## config.mk

```make
export PLATFORM = sky130hd
export DESIGN_NAME = timer_queue_expiry_engine_flat
export DESIGN_NICKNAME = d
export VERILOG_FILES = /design/src/hw/rtl/tqe_pkg.sv /design/src/hw/rtl/tqe_in_if.sv /design/src/hw/rtl/tqe_out_if.sv /design/src/hw/rtl/tqe_ram.sv /design/src/hw/rtl/tqe_front.sv /design/src/hw/rtl/tqe_back.sv /design/src/hw/rtl/timer_queue_expiry_engine.sv /design/src/flat_wrapper.sv
export SDC_FILE = /design/constraint.sdc
export NUM_CORES = 2
export LEC_CHECK = 0
export BUFFER_PORTS_ARGS = -buffer_cell sky130_fd_sc_hd__clkbuf_2
export CORE_ASPECT_RATIO = 1.25
export CORE_UTILIZATION = 45
export DETAILED_ROUTE_END_ITERATION = 7
export HOLD_SLACK_MARGIN = 0.08
export SLEW_MARGIN = 20
export SYNTH_ARGS = -nofsm -noshare
export SYNTH_HDL_FRONTEND = slang
export SYNTH_HIERARCHICAL = 1
export SYNTH_SLANG_ARGS = --single-unit
export TNS_END_PERCENT = 50
```

## constraint.sdc

```tcl
create_clock -name i_clk -period 19.3 [get_ports i_clk]
set_clock_uncertainty 0.05 [all_clocks]
set_input_delay 0.965 -clock i_clk [delete_from_list [all_inputs] [get_ports i_clk]]
set_output_delay 0.965 -clock i_clk [all_outputs]
set_load 0.01 [all_outputs]
```

## src/hw/rtl/tqe_pkg.sv

```systemverilog
// ============================================================================
// tqe_pkg - timer queue expiry engine shared definitions
// Command and result codes, field widths, slot layout and state encodings.
// ============================================================================
`default_nettype none

package tqe_pkg;

    localparam int TABLE_DEPTH_DEF = 16;

    localparam int ID_W   = 16;
    localparam int TIME_W = 48;
    localparam int IV_W   = 40;

    // input command codes
    localparam logic [1:0] CMD_ADD  = 2'd0;
    localparam logic [1:0] CMD_DEL  = 2'd1;
    localparam logic [1:0] CMD_TICK = 2'd2;

    // result kinds
    localparam logic [1:0] KIND_ADD_ACK  = 2'd0;
    localparam logic [1:0] KIND_DEL_ACK  = 2'd1;
    localparam logic [1:0] KIND_EXPIRED  = 2'd2;
    localparam logic [1:0] KIND_TICK_END = 2'd3;

    typedef enum logic [1:0] {
        OP_ADD,
        OP_DEL,
        OP_TICK
    } t_op;

    typedef struct packed {
        t_op                op;
        logic [ID_W-1:0]    id;
        logic [TIME_W-1:0]  expire;
        logic [IV_W-1:0]    interval;
        logic [TIME_W-1:0]  now;
    } t_cmd;

    typedef struct packed {
        logic [ID_W-1:0]    id;
        logic [TIME_W-1:0]  expire;
        logic [IV_W-1:0]    interval;
    } t_slot;

    localparam int SLOT_W = $bits(t_slot);

    typedef enum logic [2:0] {
        ST_IDLE,
        ST_SCAN,
        ST_ADDFIN,
        ST_EMIT,
        ST_RESULT
    } t_state;

endpackage

`default_nettype wire

```

## src/hw/rtl/tqe_in_if.sv

```systemverilog
// ============================================================================
// tqe_in_if - command channel
// Valid/ready channel that carries one command word.
// ============================================================================
`default_nettype none

interface tqe_in_if;
    logic                        valid;
    logic                        ready;
    logic [1:0]                  cmd;
    logic [tqe_pkg::ID_W-1:0]    timer_id;
    logic [tqe_pkg::TIME_W-1:0]  expire_time;
    logic [tqe_pkg::IV_W-1:0]    repeat_interval;
    logic [tqe_pkg::TIME_W-1:0]  now_time;

    modport source (output valid, cmd, timer_id, expire_time, repeat_interval, now_time,
                    input ready);
    modport sink   (input valid, cmd, timer_id, expire_time, repeat_interval, now_time,
                    output ready);
endinterface

`default_nettype wire

```

## src/hw/rtl/tqe_out_if.sv

```systemverilog
// ============================================================================
// tqe_out_if - result channel
// Valid/ready channel that carries one result word.
// ============================================================================
`default_nettype none

interface tqe_out_if;
    logic                        valid;
    logic                        ready;
    logic [1:0]                  kind;
    logic [tqe_pkg::ID_W-1:0]    out_id;
    logic                        ok;
    logic                        earliest_changed;
    logic [tqe_pkg::TIME_W-1:0]  next_deadline;
    logic                        deadline_valid;
    logic                        last;

    modport source (output valid, kind, out_id, ok, earliest_changed, next_deadline,
                    deadline_valid, last, input ready);
    modport sink   (input valid, kind, out_id, ok, earliest_changed, next_deadline,
                    deadline_valid, last, output ready);
endinterface

`default_nettype wire

```

## src/hw/rtl/tqe_ram.sv

```systemverilog
// ============================================================================
// tqe_ram - generic simple dual-port RAM
// One write port, one read port, registered read data.
// ============================================================================
`default_nettype none

module tqe_ram #(
    parameter int WIDTH = 8,
    parameter int DEPTH = 16
) (
    input  wire logic                     i_clk,
    input  wire logic                     i_we,
    input  wire logic [$clog2(DEPTH)-1:0] i_waddr,
    input  wire logic [WIDTH-1:0]         i_wdata,
    input  wire logic [$clog2(DEPTH)-1:0] i_raddr,
    output logic      [WIDTH-1:0]         o_rdata
);

    logic [WIDTH-1:0] mem [DEPTH];

    always_ff @(posedge i_clk) begin
        if (i_we) begin
            mem[i_waddr] <= i_wdata;
        end
        o_rdata <= mem[i_raddr];
    end

endmodule

`default_nettype wire

```

## src/hw/rtl/tqe_front.sv

```systemverilog
// ============================================================================
// tqe_front - command intake
// Accepts command words, drops unknown codes and queues the rest (2 deep).
// ============================================================================
`default_nettype none

module tqe_front (
    input  wire logic   i_clk,
    input  wire logic   i_rst_n,
    tqe_in_if.sink      i_in,
    output logic        o_q_valid,
    input  wire logic   i_q_ready,
    output tqe_pkg::t_cmd o_q_cmd
);

    tqe_pkg::t_cmd r_ent [2];
    logic          r_wp;
    logic          r_rp;
    logic [1:0]    r_cnt;

    tqe_pkg::t_cmd n_cmd;
    logic          known;
    logic          push;
    logic          pop;

    always_comb begin
        n_cmd.id       = i_in.timer_id;
        n_cmd.expire   = i_in.expire_time;
        n_cmd.interval = i_in.repeat_interval;
        n_cmd.now      = i_in.now_time;
        n_cmd.op       = tqe_pkg::OP_ADD;
        known          = 1'b1;
        unique case (i_in.cmd)
            tqe_pkg::CMD_ADD:  n_cmd.op = tqe_pkg::OP_ADD;
            tqe_pkg::CMD_DEL:  n_cmd.op = tqe_pkg::OP_DEL;
            tqe_pkg::CMD_TICK: n_cmd.op = tqe_pkg::OP_TICK;
            default:           known    = 1'b0;
        endcase
    end

    assign i_in.ready = (r_cnt != 2'd2);
    // unknown words are taken and dropped
    assign push       = i_in.valid && i_in.ready && known;
    assign o_q_valid  = (r_cnt != 2'd0);
    assign pop        = o_q_valid && i_q_ready;
    assign o_q_cmd    = r_ent[r_rp];

    always_ff @(posedge i_clk) begin
        if (!i_rst_n) begin
            r_wp  <= 1'b0;
            r_rp  <= 1'b0;
            r_cnt <= 2'd0;
        end else begin
            if (push) begin
                r_wp <= ~r_wp;
            end
            if (pop) begin
                r_rp <= ~r_rp;
            end
            r_cnt <= r_cnt + {1'b0, push} - {1'b0, pop};
        end
    end

    always_ff @(posedge i_clk) begin
        if (push) begin
            r_ent[r_wp] <= n_cmd;
        end
    end

endmodule

`default_nettype wire

```

## src/hw/rtl/tqe_back.sv

```systemverilog
// ============================================================================
// tqe_back - table engine
// Executes add, delete and tick by scanning the slot RAM one entry a cycle.
// ============================================================================
`default_nettype none

module tqe_back #(
    parameter int TABLE_DEPTH = tqe_pkg::TABLE_DEPTH_DEF
) (
    input  wire logic          i_clk,
    input  wire logic          i_rst_n,
    input  wire logic          i_q_valid,
    output logic               o_q_ready,
    input  wire tqe_pkg::t_cmd i_q_cmd,
    tqe_out_if.source          o_out
);

    localparam int AW = $clog2(TABLE_DEPTH);
    localparam int TW = tqe_pkg::TIME_W;
    localparam int IW = tqe_pkg::ID_W;

    tqe_pkg::t_state r_state, n_state;
    tqe_pkg::t_cmd   r_cmd;

    logic [AW-1:0] r_addr;
    logic          r_issue;
    logic          r_pval;
    logic [AW-1:0] r_pidx;
    logic          r_rearm;

    logic          r_used [TABLE_DEPTH];
    logic          r_pick [TABLE_DEPTH];

    logic          r_any, n_any;
    logic [TW-1:0] r_min, n_min;
    logic          r_free_ok, n_free_ok;
    logic [AW-1:0] r_free, n_free;
    logic          r_found, n_found;
    logic          r_best_ok, n_best_ok;
    logic [AW-1:0] r_best_idx, n_best_idx;
    logic [TW-1:0] r_best_exp, n_best_exp;
    logic [IW-1:0] r_best_id, n_best_id;
    logic          r_res_ok;
    logic          r_res_ch;

    logic          r_ov;
    logic [1:0]    r_okind;
    logic [IW-1:0] r_oid;
    logic          r_ook;
    logic          r_och;
    logic [TW-1:0] r_ond;
    logic          r_odv;
    logic          r_olast;

    tqe_pkg::t_slot rd_slot;
    tqe_pkg::t_slot wr_slot;
    logic [tqe_pkg::SLOT_W-1:0] rd_data;

    logic          scan_done;
    logic          out_free;
    logic          slot_act;
    logic          u_cur;
    logic          pk_cur;
    logic          used_clr;
    logic          rewrite;
    logic          cand_ok;
    logic [TW-1:0] cand;
    logic [TW:0]   rearm_sum;
    logic [TW-1:0] rearm_exp;

    logic          c_start;
    logic          c_rearm_set;
    logic          c_we;
    logic [AW-1:0] c_waddr;
    logic          c_load_exp;
    logic          c_load_res;
    logic          add_ch;

    tqe_ram #(
        .WIDTH (tqe_pkg::SLOT_W),
        .DEPTH (TABLE_DEPTH)
    ) u_slots (
        .i_clk   (i_clk),
        .i_we    (c_we),
        .i_waddr (c_waddr),
        .i_wdata (wr_slot),
        .i_raddr (r_addr),
        .o_rdata (rd_data)
    );

    assign rd_slot   = rd_data;
    assign scan_done = r_pval && (r_pidx == AW'(TABLE_DEPTH - 1));
    assign out_free  = !r_ov || o_out.ready;
    assign slot_act  = (r_state == tqe_pkg::ST_SCAN) && r_pval;
    assign u_cur     = r_used[r_pidx];
    assign pk_cur    = r_pick[r_pidx];
    assign rearm_sum = {1'b0, r_cmd.now} + {{(TW + 1 - tqe_pkg::IV_W){1'b0}}, rd_slot.interval};
    assign rearm_exp = rearm_sum[TW] ? {TW{1'b1}} : rearm_sum[TW-1:0];
    assign add_ch    = r_free_ok && (!r_any || (r_cmd.expire < r_min));

    // per-slot evaluation of the entry coming out of the RAM
    always_comb begin
        n_any      = r_any;
        n_min      = r_min;
        n_free_ok  = r_free_ok;
        n_free     = r_free;
        n_found    = r_found;
        n_best_ok  = r_best_ok;
        n_best_idx = r_best_idx;
        n_best_exp = r_best_exp;
        n_best_id  = r_best_id;
        used_clr   = 1'b0;
        rewrite    = 1'b0;
        cand_ok    = 1'b0;
        cand       = rd_slot.expire;
        if (slot_act) begin
            case (r_cmd.op)
                tqe_pkg::OP_ADD: begin
                    if (!u_cur && !r_free_ok) begin
                        n_free_ok = 1'b1;
                        n_free    = r_pidx;
                    end
                    cand_ok = u_cur;
                end
                tqe_pkg::OP_DEL: begin
                    if (u_cur && !r_found && (rd_slot.id == r_cmd.id)) begin
                        n_found  = 1'b1;
                        used_clr = 1'b1;
                    end else begin
                        cand_ok = u_cur;
                    end
                end
                default: begin
                    if (!r_rearm) begin
                        // ascending scan: a tie on expiry and id keeps the lower slot
                        if (u_cur && !pk_cur && (rd_slot.expire <= r_cmd.now) &&
                            (!r_best_ok || (rd_slot.expire < r_best_exp) ||
                             ((rd_slot.expire == r_best_exp) && (rd_slot.id < r_best_id)))) begin
                            n_best_ok  = 1'b1;
                            n_best_idx = r_pidx;
                            n_best_exp = rd_slot.expire;
                            n_best_id  = rd_slot.id;
                        end
                    end else if (u_cur && pk_cur) begin
                        if (rd_slot.interval != '0) begin
                            rewrite = 1'b1;
                            cand_ok = 1'b1;
                            cand    = rearm_exp;
                        end else begin
                            used_clr = 1'b1;
                        end
                    end else begin
                        cand_ok = u_cur;
                    end
                end
            endcase
            if (cand_ok && (!r_any || (cand < r_min))) begin
                n_any = 1'b1;
                n_min = cand;
            end
        end
    end

    // next state
    always_comb begin
        n_state = r_state;
        unique case (r_state)
            tqe_pkg::ST_IDLE: begin
                if (i_q_valid) begin
                    n_state = tqe_pkg::ST_SCAN;
                end
            end
            tqe_pkg::ST_SCAN: begin
                if (scan_done) begin
                    case (r_cmd.op)
                        tqe_pkg::OP_ADD: n_state = tqe_pkg::ST_ADDFIN;
                        tqe_pkg::OP_DEL: n_state = tqe_pkg::ST_RESULT;
                        default: begin
                            if (r_rearm) begin
                                n_state = tqe_pkg::ST_RESULT;
                            end else if (n_best_ok) begin
                                n_state = tqe_pkg::ST_EMIT;
                            end
                        end
                    endcase
                end
            end
            tqe_pkg::ST_ADDFIN: n_state = tqe_pkg::ST_RESULT;
            tqe_pkg::ST_EMIT: begin
                if (out_free) begin
                    n_state = tqe_pkg::ST_SCAN;
                end
            end
            tqe_pkg::ST_RESULT: begin
                if (out_free) begin
                    n_state = tqe_pkg::ST_IDLE;
                end
            end
            default: n_state = tqe_pkg::ST_IDLE;
        endcase
    end

    // control outputs
    always_comb begin
        o_q_ready   = (r_state == tqe_pkg::ST_IDLE);
        c_rearm_set = (r_state == tqe_pkg::ST_SCAN) && scan_done &&
                      (r_cmd.op == tqe_pkg::OP_TICK) && !r_rearm && !n_best_ok;
        c_load_exp  = (r_state == tqe_pkg::ST_EMIT) && out_free;
        c_load_res  = (r_state == tqe_pkg::ST_RESULT) && out_free;
        c_start     = ((r_state == tqe_pkg::ST_IDLE) && i_q_valid) || c_load_exp ||
                      c_rearm_set;
        c_we        = 1'b0;
        c_waddr     = r_pidx;
        wr_slot     = rd_slot;
        if ((r_state == tqe_pkg::ST_ADDFIN) && r_free_ok) begin
            c_we             = 1'b1;
            c_waddr          = r_free;
            wr_slot.id       = r_cmd.id;
            wr_slot.expire   = r_cmd.expire;
            wr_slot.interval = r_cmd.interval;
        end else if (rewrite) begin
            c_we           = 1'b1;
            wr_slot.expire = rearm_exp;
        end
    end

    always_ff @(posedge i_clk) begin
        if (!i_rst_n) begin
            r_state <= tqe_pkg::ST_IDLE;
            r_issue <= 1'b0;
            r_pval  <= 1'b0;
            r_ov    <= 1'b0;
            for (int i = 0; i < TABLE_DEPTH; i++) begin
                r_used[i] <= 1'b0;
            end
        end else begin
            r_state <= n_state;
            r_pval  <= r_issue;
            if (c_start) begin
                r_issue <= 1'b1;
            end else if (r_issue && (r_addr == AW'(TABLE_DEPTH - 1))) begin
                r_issue <= 1'b0;
            end
            if (used_clr) begin
                r_used[r_pidx] <= 1'b0;
            end
            if ((r_state == tqe_pkg::ST_ADDFIN) && r_free_ok) begin
                r_used[r_free] <= 1'b1;
            end
            if (c_load_exp || c_load_res) begin
                r_ov <= 1'b1;
            end else if (o_out.ready) begin
                r_ov <= 1'b0;
            end
        end
    end

    always_ff @(posedge i_clk) begin
        r_pidx <= r_addr;
        if (c_start) begin
            r_addr <= '0;
        end else if (r_issue && (r_addr != AW'(TABLE_DEPTH - 1))) begin
            r_addr <= r_addr + AW'(1);
        end

        r_free     <= n_free;
        r_best_idx <= n_best_idx;
        r_best_exp <= n_best_exp;
        r_best_id  <= n_best_id;

        // clear the scan results at the start of every scan
        if (c_start) begin
            r_any <= 1'b0;
            r_min <= '0;
        end else if ((r_state == tqe_pkg::ST_ADDFIN) && add_ch) begin
            r_any <= 1'b1;
            r_min <= r_cmd.expire;
        end else begin
            r_any <= n_any;
            r_min <= n_min;
        end
        if (c_start) begin
            r_free_ok <= 1'b0;
            r_found   <= 1'b0;
            r_best_ok <= 1'b0;
        end else begin
            r_free_ok <= n_free_ok;
            r_found   <= n_found;
            r_best_ok <= n_best_ok;
        end

        if ((r_state == tqe_pkg::ST_IDLE) && i_q_valid) begin
            r_cmd   <= i_q_cmd;
            r_rearm <= 1'b0;
            for (int i = 0; i < TABLE_DEPTH; i++) begin
                r_pick[i] <= 1'b0;
            end
        end
        if (c_rearm_set) begin
            r_rearm <= 1'b1;
        end
        if (c_load_exp) begin
            r_pick[r_best_idx] <= 1'b1;
        end

        if (r_state == tqe_pkg::ST_ADDFIN) begin
            r_res_ok <= r_free_ok;
            r_res_ch <= add_ch;
        end

        if (c_load_exp) begin
            r_okind <= tqe_pkg::KIND_EXPIRED;
            r_oid   <= r_best_id;
            r_ook   <= 1'b0;
            r_och   <= 1'b0;
            r_ond   <= '0;
            r_odv   <= 1'b0;
            r_olast <= 1'b0;
        end else if (c_load_res) begin
            r_ond   <= r_any ? r_min : '0;
            r_odv   <= r_any;
            r_olast <= 1'b1;
            case (r_cmd.op)
                tqe_pkg::OP_ADD: begin
                    r_okind <= tqe_pkg::KIND_ADD_ACK;
                    r_oid   <= r_cmd.id;
                    r_ook   <= r_res_ok;
                    r_och   <= r_res_ch;
                end
                tqe_pkg::OP_DEL: begin
                    r_okind <= tqe_pkg::KIND_DEL_ACK;
                    r_oid   <= r_cmd.id;
                    r_ook   <= r_found;
                    r_och   <= 1'b0;
                end
                default: begin
                    r_okind <= tqe_pkg::KIND_TICK_END;
                    r_oid   <= '0;
                    r_ook   <= 1'b0;
                    r_och   <= 1'b0;
                end
            endcase
        end
    end

    assign o_out.valid            = r_ov;
    assign o_out.kind             = r_okind;
    assign o_out.out_id           = r_oid;
    assign o_out.ok               = r_ook;
    assign o_out.earliest_changed = r_och;
    assign o_out.next_deadline    = r_ond;
    assign o_out.deadline_valid   = r_odv;
    assign o_out.last             = r_olast;

endmodule

`default_nettype wire

```

## src/hw/rtl/timer_queue_expiry_engine.sv

```systemverilog
// ============================================================================
// timer_queue_expiry_engine - ordered timer table with expiry engine
// Add, delete and tick commands over a table of TABLE_DEPTH timer slots.
// ============================================================================
// Commands enter a two-word queue and run one at a time against a slot RAM
// that is read one entry per cycle. An add or a delete takes one full table
// scan. A tick takes one scan per expired timer, one more scan that finds
// nothing left due, and a final re-arm scan, plus any output stall. Each
// scan goes through the single RAM read port. Unknown command codes are
// accepted and dropped without a result. The output register lets the queue
// keep taking commands while a result waits.
`default_nettype none

module timer_queue_expiry_engine #(
    parameter int TABLE_DEPTH = tqe_pkg::TABLE_DEPTH_DEF
) (
    input  wire logic i_clk,
    input  wire logic i_rst_n,
    tqe_in_if.sink    i_in,
    tqe_out_if.source o_out
);

    logic          q_valid;
    logic          q_ready;
    tqe_pkg::t_cmd q_cmd;

    tqe_front u_front (
        .i_clk     (i_clk),
        .i_rst_n   (i_rst_n),
        .i_in      (i_in),
        .o_q_valid (q_valid),
        .i_q_ready (q_ready),
        .o_q_cmd   (q_cmd)
    );

    tqe_back #(
        .TABLE_DEPTH (TABLE_DEPTH)
    ) u_back (
        .i_clk     (i_clk),
        .i_rst_n   (i_rst_n),
        .i_q_valid (q_valid),
        .o_q_ready (q_ready),
        .i_q_cmd   (q_cmd),
        .o_out     (o_out)
    );

endmodule

`default_nettype wire

```

## src/flat_wrapper.sv

```systemverilog
// flat-port wrapper written by rule: the top's interface ports become plain ports
module timer_queue_expiry_engine_flat 
#(
    parameter int TABLE_DEPTH = tqe_pkg::TABLE_DEPTH_DEF
)
  (i_clk, i_rst_n, i_in_valid, i_in_cmd, i_in_timer_id, i_in_expire_time, i_in_repeat_interval, i_in_now_time, i_in_ready, o_out_valid, o_out_kind, o_out_out_id, o_out_ok, o_out_earliest_changed, o_out_next_deadline, o_out_deadline_valid, o_out_last, o_out_ready);
  tqe_in_if i_in_i ();
  tqe_out_if o_out_i ();
  input  wire logic i_clk;
  input  wire logic i_rst_n;
  input wire logic [$bits(i_in_i.valid)-1:0] i_in_valid;
  input wire logic [$bits(i_in_i.cmd)-1:0] i_in_cmd;
  input wire logic [$bits(i_in_i.timer_id)-1:0] i_in_timer_id;
  input wire logic [$bits(i_in_i.expire_time)-1:0] i_in_expire_time;
  input wire logic [$bits(i_in_i.repeat_interval)-1:0] i_in_repeat_interval;
  input wire logic [$bits(i_in_i.now_time)-1:0] i_in_now_time;
  output wire logic [$bits(i_in_i.ready)-1:0] i_in_ready;
  output wire logic [$bits(o_out_i.valid)-1:0] o_out_valid;
  output wire logic [$bits(o_out_i.kind)-1:0] o_out_kind;
  output wire logic [$bits(o_out_i.out_id)-1:0] o_out_out_id;
  output wire logic [$bits(o_out_i.ok)-1:0] o_out_ok;
  output wire logic [$bits(o_out_i.earliest_changed)-1:0] o_out_earliest_changed;
  output wire logic [$bits(o_out_i.next_deadline)-1:0] o_out_next_deadline;
  output wire logic [$bits(o_out_i.deadline_valid)-1:0] o_out_deadline_valid;
  output wire logic [$bits(o_out_i.last)-1:0] o_out_last;
  input wire logic [$bits(o_out_i.ready)-1:0] o_out_ready;
  assign i_in_i.valid = i_in_valid;
  assign i_in_i.cmd = i_in_cmd;
  assign i_in_i.timer_id = i_in_timer_id;
  assign i_in_i.expire_time = i_in_expire_time;
  assign i_in_i.repeat_interval = i_in_repeat_interval;
  assign i_in_i.now_time = i_in_now_time;
  assign i_in_ready = i_in_i.ready;
  assign o_out_valid = o_out_i.valid;
  assign o_out_kind = o_out_i.kind;
  assign o_out_out_id = o_out_i.out_id;
  assign o_out_ok = o_out_i.ok;
  assign o_out_earliest_changed = o_out_i.earliest_changed;
  assign o_out_next_deadline = o_out_i.next_deadline;
  assign o_out_deadline_valid = o_out_i.deadline_valid;
  assign o_out_last = o_out_i.last;
  assign o_out_i.ready = o_out_ready;
  timer_queue_expiry_engine #(.TABLE_DEPTH(TABLE_DEPTH)) u_core (.i_clk(i_clk), .i_rst_n(i_rst_n), .i_in(i_in_i), .o_out(o_out_i));
endmodule
```

# Word level (Yosys, flattened, before mapping)
# Memory sizes are Yosys's and may differ from the RTL's. A register that Yosys moved wholly into a read port is not among the register bits.
# Cells that the tools add are included.
op_classes:
  bitwise: 4
  add_sub_neg: 4
  mux: 84
  n_eq_ne: 19
  n_reduce_logical: 62
  order_cmp: 5
ops:
  columns: ["cell", "count"]
  rows:
  - ["2-to-1 mux 48 bit", 12]
  - ["less-than comparator 48 bit", 3]
  - ["2-to-1 mux 16 bit", 4]
  - ["2-to-1 mux 1 bit", 50]
  - ["adder 48 x 40 -> 49 bit", 1]
  - ["equality test 48 bit", 1]
  - ["less-or-equal comparator 48 bit", 1]
  - ["2-to-1 mux 40 bit", 1]
  - ["nonzero test 40 bit", 1]
  - ["logical AND 1 bit", 25]
  - ["2-to-1 mux 3 bit", 6]
  - ["equality test 16 bit", 1]
  - ["less-than comparator 16 bit", 1]
  - ["2-to-1 mux 4 bit", 4]
  - ["one-hot mux 3 bit (5 select lines)", 1]
  - ["nonzero test 2 bit", 6]
  - ["!= test 2 bit, second input constant", 5]
  - ["logical NOT 1 bit", 9]
  - ["equality test 4 bit, second input constant", 2]
  - ["logical OR 1 bit", 8]
  - ["one-hot mux 2 bit (2 select lines)", 2]
  - ["equality test 3 x 2 -> 1 bit, second input constant", 2]
  - ["one-hot mux 1 bit (2 select lines)", 3]
  - ["one-hot mux 3 bit (2 select lines)", 1]
  - ["other kinds (19)", 28]
word_totals:
  ff_bits: 215
  ramBits: 2004
  n_memories: 4
  wordCells: 210
memory_table:
  columns: ["memory", "words", "word_bits", "rd", "rd_ports_with_merged_regs", "wr", "line", "source"]
  rows:
  - ["u_core.u_back.u_slots.mem", 16, 104, 1, 1, 1, "tqe_ram.sv:19", "logic [WIDTH-1:0] mem [DEPTH];"]
  - ["u_core.u_front.r_ent", 2, 154, 1, 1, 1, "tqe_front.sv:16", "tqe_pkg::t_cmd r_ent [2];"]
  - ["u_core.u_back.r_pick", 16, 1, 1, 1, 16, "tqe_back.sv:32", "logic r_pick [TABLE_DEPTH];"]
  - ["u_core.u_back.r_used", 16, 1, 1, 1, 16, "tqe_back.sv:31", "logic r_used [TABLE_DEPTH];"]

# Logic depth before layout (Yosys ltp)
logic_depth:
  word_depth: 13
  mapped_depth: 24

# Cells and area by module
# Netlist, hierarchy kept.
by_module_without_submodules:
  columns: ["mod", "area_per_inst_um2", "cells_per_inst", "seq_area_each_um2", "n_inst"]
  rows:
  - ["tqe_ram", 64257.9, 2662, 52049.9, 1]
  - ["tqe_back", 23958.0, 2405, 10390.0, 1]
  - ["tqe_front", 11624.9, 512, 9349.0, 1]

# Worst setup path before layout
# Ideal clock, no wire load.
synth_path:
  path_type: "reg2reg"
  from: "register u_core.u_back.r_state[1]"
  to: "memory u_core/u_back/u_slots/mem[0][0] (netlist bit) (enable)"
  setup_slack_ps: 8664
  setup_time_ps: 694
  t_arrival_ps: 9891
  path_stages_with_launch: 11
  t_required_ps: 18556
  path_buffers: 4
  path_cell_list: "dfxtp_1 clkbuf_1 inv_1 nor3_1 and2_1 clkbuf_1 clkbuf_1 buf_1 mux2_2 or3b_2 nor3_1"
synth_via:
  elab_cells_between_ends: 10
synth_lines:
  columns: ["item", "line", "source"]
  rows:
  - ["start: declaration", "tqe_back.sv:22", "tqe_pkg::t_state r_state, n_state;"]
  - ["start signal: assignment", "tqe_back.sv:229", "r_state <= tqe_pkg::ST_IDLE;"]
  - ["start signal: assignment", "tqe_back.sv:237", "r_state <= n_state;"]
  - ["equality test 3 x 2 -> 1 bit", "tqe_back.sv:215", "if ((r_state == tqe_pkg::ST_ADDFIN) && r_free_ok) begin"]
  - ["logical AND 1 bit", "tqe_back.sv:215", null]
  - ["2-to-1 mux 4 bit", "tqe_back.sv:215", null]
  - ["named net u_core.u_back.c_waddr[2]", "tqe_back.sv:74", "logic [AW-1:0] c_waddr;"]
  - ["end: declaration", "tqe_ram.sv:19", null]
# The timed path passes the listed nets, and every way through them passes these cells.

# Worst setup path in the final report
layout_path:
  from: "register u_core/u_back/r_cmd[11] (netlist name)"
  to: "register u_core.u_back.r_min[43]"
layout_via:
  elab_chain_cells: 12
  elab_cells_between_ends: 25
layout_rtl:
  columns: ["item", "line", "source"]
  rows:
  - ["adder 48 x 40 -> 49 bit", "tqe_back.sv:97", "assign rearm_sum = {1'b0, r_cmd.now} + {{(TW + 1 - tqe_pkg::IV_W){1'b0}}, rd_slot.interval};"]
  - ["2-to-1 mux 48 bit", "tqe_back.sv:98", "assign rearm_exp = rearm_sum[TW] ? {TW{1'b1}} : rearm_sum[TW-1:0];"]
  - ["2-to-1 mux 48 bit", "tqe_back.sv:145", "if (rd_slot.interval != '0) begin"]
  - ["2-to-1 mux 48 bit", "tqe_back.sv:144", "end else if (u_cur && pk_cur) begin"]
  - ["2-to-1 mux 48 bit", "tqe_back.sv:134", "if (!r_rearm) begin"]
  - ["2-to-1 mux 48 bit", "tqe_back.sv:117", "case (r_cmd.op)"]
  - ["2-to-1 mux 48 bit", "tqe_back.sv:116", "if (slot_act) begin"]
  - ["less-than comparator 48 bit", "tqe_back.sv:157", "if (cand_ok && (!r_any || (cand < r_min))) begin"]
  - ["logical OR 1 bit", "tqe_back.sv:157", null]
  - ["logical AND 1 bit", "tqe_back.sv:157", null]
  - ["nonzero test 2 bit (no source line)", null, null]
  - ["AND reduction 2 bit (no source line)", null, null]
  - ["end signal: assignment", "tqe_back.sv:277", "r_min <= r_cmd.expire;"]
  - ["end signal: assignment", "tqe_back.sv:280", "r_min <= n_min;"]
  - ["end: declaration", "tqe_back.sv:35", "logic [TW-1:0] r_min, n_min;"]
# Several ways; a longest one is shown, not always the timed one. The select of a mux whose other input is x is not followed.
# A chain may end at the register's enable or synchronous reset.

==> summary.txt <==
Floorplanning
  • Die area: 224000 um2
  • Row count: 192
  • Initial core utilization: 0.454
  • Core ar.: 220000 um2
  • Width of the die: 423 um
  • Die span in y: 529 um
  • Ports: 230

Final layout
  • Fin nets: 6315
  • Most common cell after layout, fill and taps aside: edfxtp_1
  • Fin cells: 9028
  • Area grow syn2layout: 12.5%
  • Layout cells sized above 1: 0.229
  • Most frequent cells in the layout: edfxtp_1, mux4_2, nand2_1
  • Post-route cell area: 112000 um2

Synthesis
  • Area leader, netlist: edfxtp_1
  • Post-Syn Nets: 5985
  • Register area share after synthesis: 0.719
  • Yosys reg bits: 2478
  • Asr flop ratio synth: 0
  • Ys flop type: edfxtp_1
  • Synthesized area: 99800 um2
  • YS warnings: 6
  • Synth top area share: 0.666
  • Synth Instances: 5579
  • Synth top area cells: edfxtp_1, mux4_2, dfxtp_1
  • EDFF count, synth: 2216
  • Syn_area_per_cell: 17.9 um2
  • Post-synth cell types: 87

Global route
  • Met1 usage: 0.349
  • M3 GR Usage: 0.0325
  • GRT met2 Usage: 0.386
  • Most Crowded Layer GR: met2
  • First-pass GRT wire length: 391000 um
  • Initial antenna violation count: 9
  • Gr usage total: 0.243
  • Largest net degree at the start of global routing: 105
  • Vias in the first global route: 53900
  • GR Overflow Total: 0

Place
  • Cell Area, Placed: 105000 um2
  • Port bufs: 229
  • Post-DP HPWL: 164000 um
  • Placer Congestion: 0.922
  • Post-Place Cells: 8574

STA
  • Worst-margin pin slew: 1.14 ns
  • Period utilization: 0.402
  • Max Clk Rate: 129 MHz
  • Rel. slew slack: 0.243
  • Unrepaired setup endpoints after global routing: no
  • Tmin final: 7.75 ns
  • Fin. Hold Viols: 0
  • Slew Viols, Final: 0
  • # setup viols final: 0
  • Final setup TNS: 0 ns

Routing
  • Vias per inst: 6.02
  • First-pass DRT Iterations: 8
  • Starting DRT DRC Count: 5878
  • Final WL: 274000 um
  • Via count: 54400
  • Wirelength per Cell: 30.4 um
  • # DRC: 108
  • Antenna-violating nets left: 0

Clocking
  • Max Buffers Root-to-Sink: 4
  • Clk root buf: clkbuf_16
  • Clk sinks: 2478
  • Inserted Clock Buffers: 242
  • Clock H-tree levels: 4
  • Skew-Pair Late Insertion Delay: 0.92 ns
  • Reg clk slew, reported paths: 0.07 ns
  • Post-CTS Setup Inserts: 0
  • CTS tree: done
  • Hold buffer count at cts: 0
  • Post-CTS sizing: 0

Run status
  • Status: finished with violations
  • Failing checks: design-rule violations

Job
  • Max-cap violation count: 0

Setup path
  • Worst EP arrival: 8.45 ns
  • Kind of critical path: reg -> reg
  • Startpoint Class: register
  • Crit path required time: 20.00 ns
  • Crit Path Max Fanout: 40
  • Crit. End Element: register

Power
  • Overall Power: 16500 uW
  • Leakage: 0.0372 uW
  • VDD IR max: 81.4 uV
  • P per Cell Area: 147 nW/um2

Worst hold path
  • HP Class: in -> reg
[logic make-up after synthesis]
family / share of synthesized area
multiplexers: 0.125
adder cells (fa/ha/maj): 0.0312
XOR/XNOR: 0.00482
AND/OR/NAND/NOR: 0.0379
flip-flops: 0.719
AO/OA/AOI/OAI: 0.0625
buffers and inverters: 0.0201
[layout make-up]
type	count	area (um2)
fillers	17900	107000
flip-flops and latches	2478	71800
multi-input cells	2656	26300
clock buffers	340	6740
well taps	2910	3640
repair buffers	353	2230
clock inverters	103	980
inverters	178	676
diodes	10	25.0
[Yosys cell counts, drive strengths merged (28+ instances only)]
cell type,instances
buf,111
a211oi,28
nor3,36
a31oi,63
a21oi,158
a22oi,243
mux4,424
ha,247
nand2b,35
mux2,214
nand4,55
nand3,97
a21o,68
nand2,274
nor2,148
dfxtp,262
o21ai,137
a22o,58
inv,178
xnor2,30
clkbuf,156
nor2b,36
edfxtp,2216
[sequential cells by signal (all words and copies together) (netlist names), 2 cells and up, named ones only]
signal                             count
u_core/u_back/r_best_idx               4
u_core/u_back/r_best_exp              48
u_core/u_back/r_used                  16
u_core/u_back/u_slots/mem           1664
u_core/u_back/o_out.kind               2
u_core/u_back/r_pidx                   4
u_core/u_back/r_addr                   4
u_core/u_back/r_free                   4
u_core/u_back/o_out.next_deadline     48
u_core/u_back/u_slots/o_rdata        104
u_core/u_back/o_out.out_id            16
u_core/u_front/r_cnt                   2
u_core/u_front/r_ent                 308
u_core/u_back/r_cmd                  154
u_core/u_back/r_state                  3
u_core/u_back/r_min                   48
u_core/u_back/r_best_id               16
u_core/u_back/r_pick                  16
[metrics by stage]
step                utilization  hold slack (ns)  setup slack [ns]
detailed placement        0.476            0.398             11.68
global route              0.511            0.156             11.15
global placement          0.476            0.380             11.76
finish                    0.511            0.188             11.55
CTS                       0.511            0.132             11.65
floorplan                     -            0.337              8.66
[worst max-delay path, cell delays in order (launching register included)]
cell and delay (ns):
edfxtp_1 0.41, ha_1 0.45, nand2_1 0.17, nor4_1 0.44, a311oi_1 0.26, a2111oi_1 1.01, o21ai_1 0.41, a211oi_1 0.53
nand4_1 0.17, and3_1 0.22, ha_1 0.30, nand4_1 0.22, nor4_1 0.56, nand4_1 0.22, nand3b_1 0.21, o221ai_1 0.31
o21ai_0 0.20, nand2_2 0.46, buf_4 0.54, a31oi_1 0.08, a2111oi_1 0.33
[where the power goes]
part	total, uW	internal [uW]	switching [uW]
registers	7470	6870	595
clock network	4630	2630	2010
logic	4370	1580	2790
total	16500	11100	5390
[per-layer routing]
metal | vias to the layer above | part of all wire
met1 | 28700 | 0.43
met3 | 362 | 0.071
met2 | 2133 | 0.47
met5 | - | 0
met4 | 0 | 0.029
li1 | 23200 | -
[worst paths after layout]
check	to	cells past startpoint	startpoint	slack (ns)
worst max-delay path	u_core/u_back/r_min[43]$_SDFFE_PP0P_	20	u_core/u_back/r_cmd[11]$_DFFE_PP_	11.55
worst min-delay path	u_core/u_front/r_ent[0][87]$_DFFE_PP_	1	i_in_repeat_interval[39]	0.19
worst max register to register	u_core/u_back/r_min[43]$_SDFFE_PP0P_	20	u_core/u_back/r_cmd[11]$_DFFE_PP_	11.55
worst min register to register	u_core/u_back/r_pick[7]$_DFF_P_	2	u_core/u_back/r_pick[7]$_DFF_P_	0.41
(Power assumes the default switching activity.)
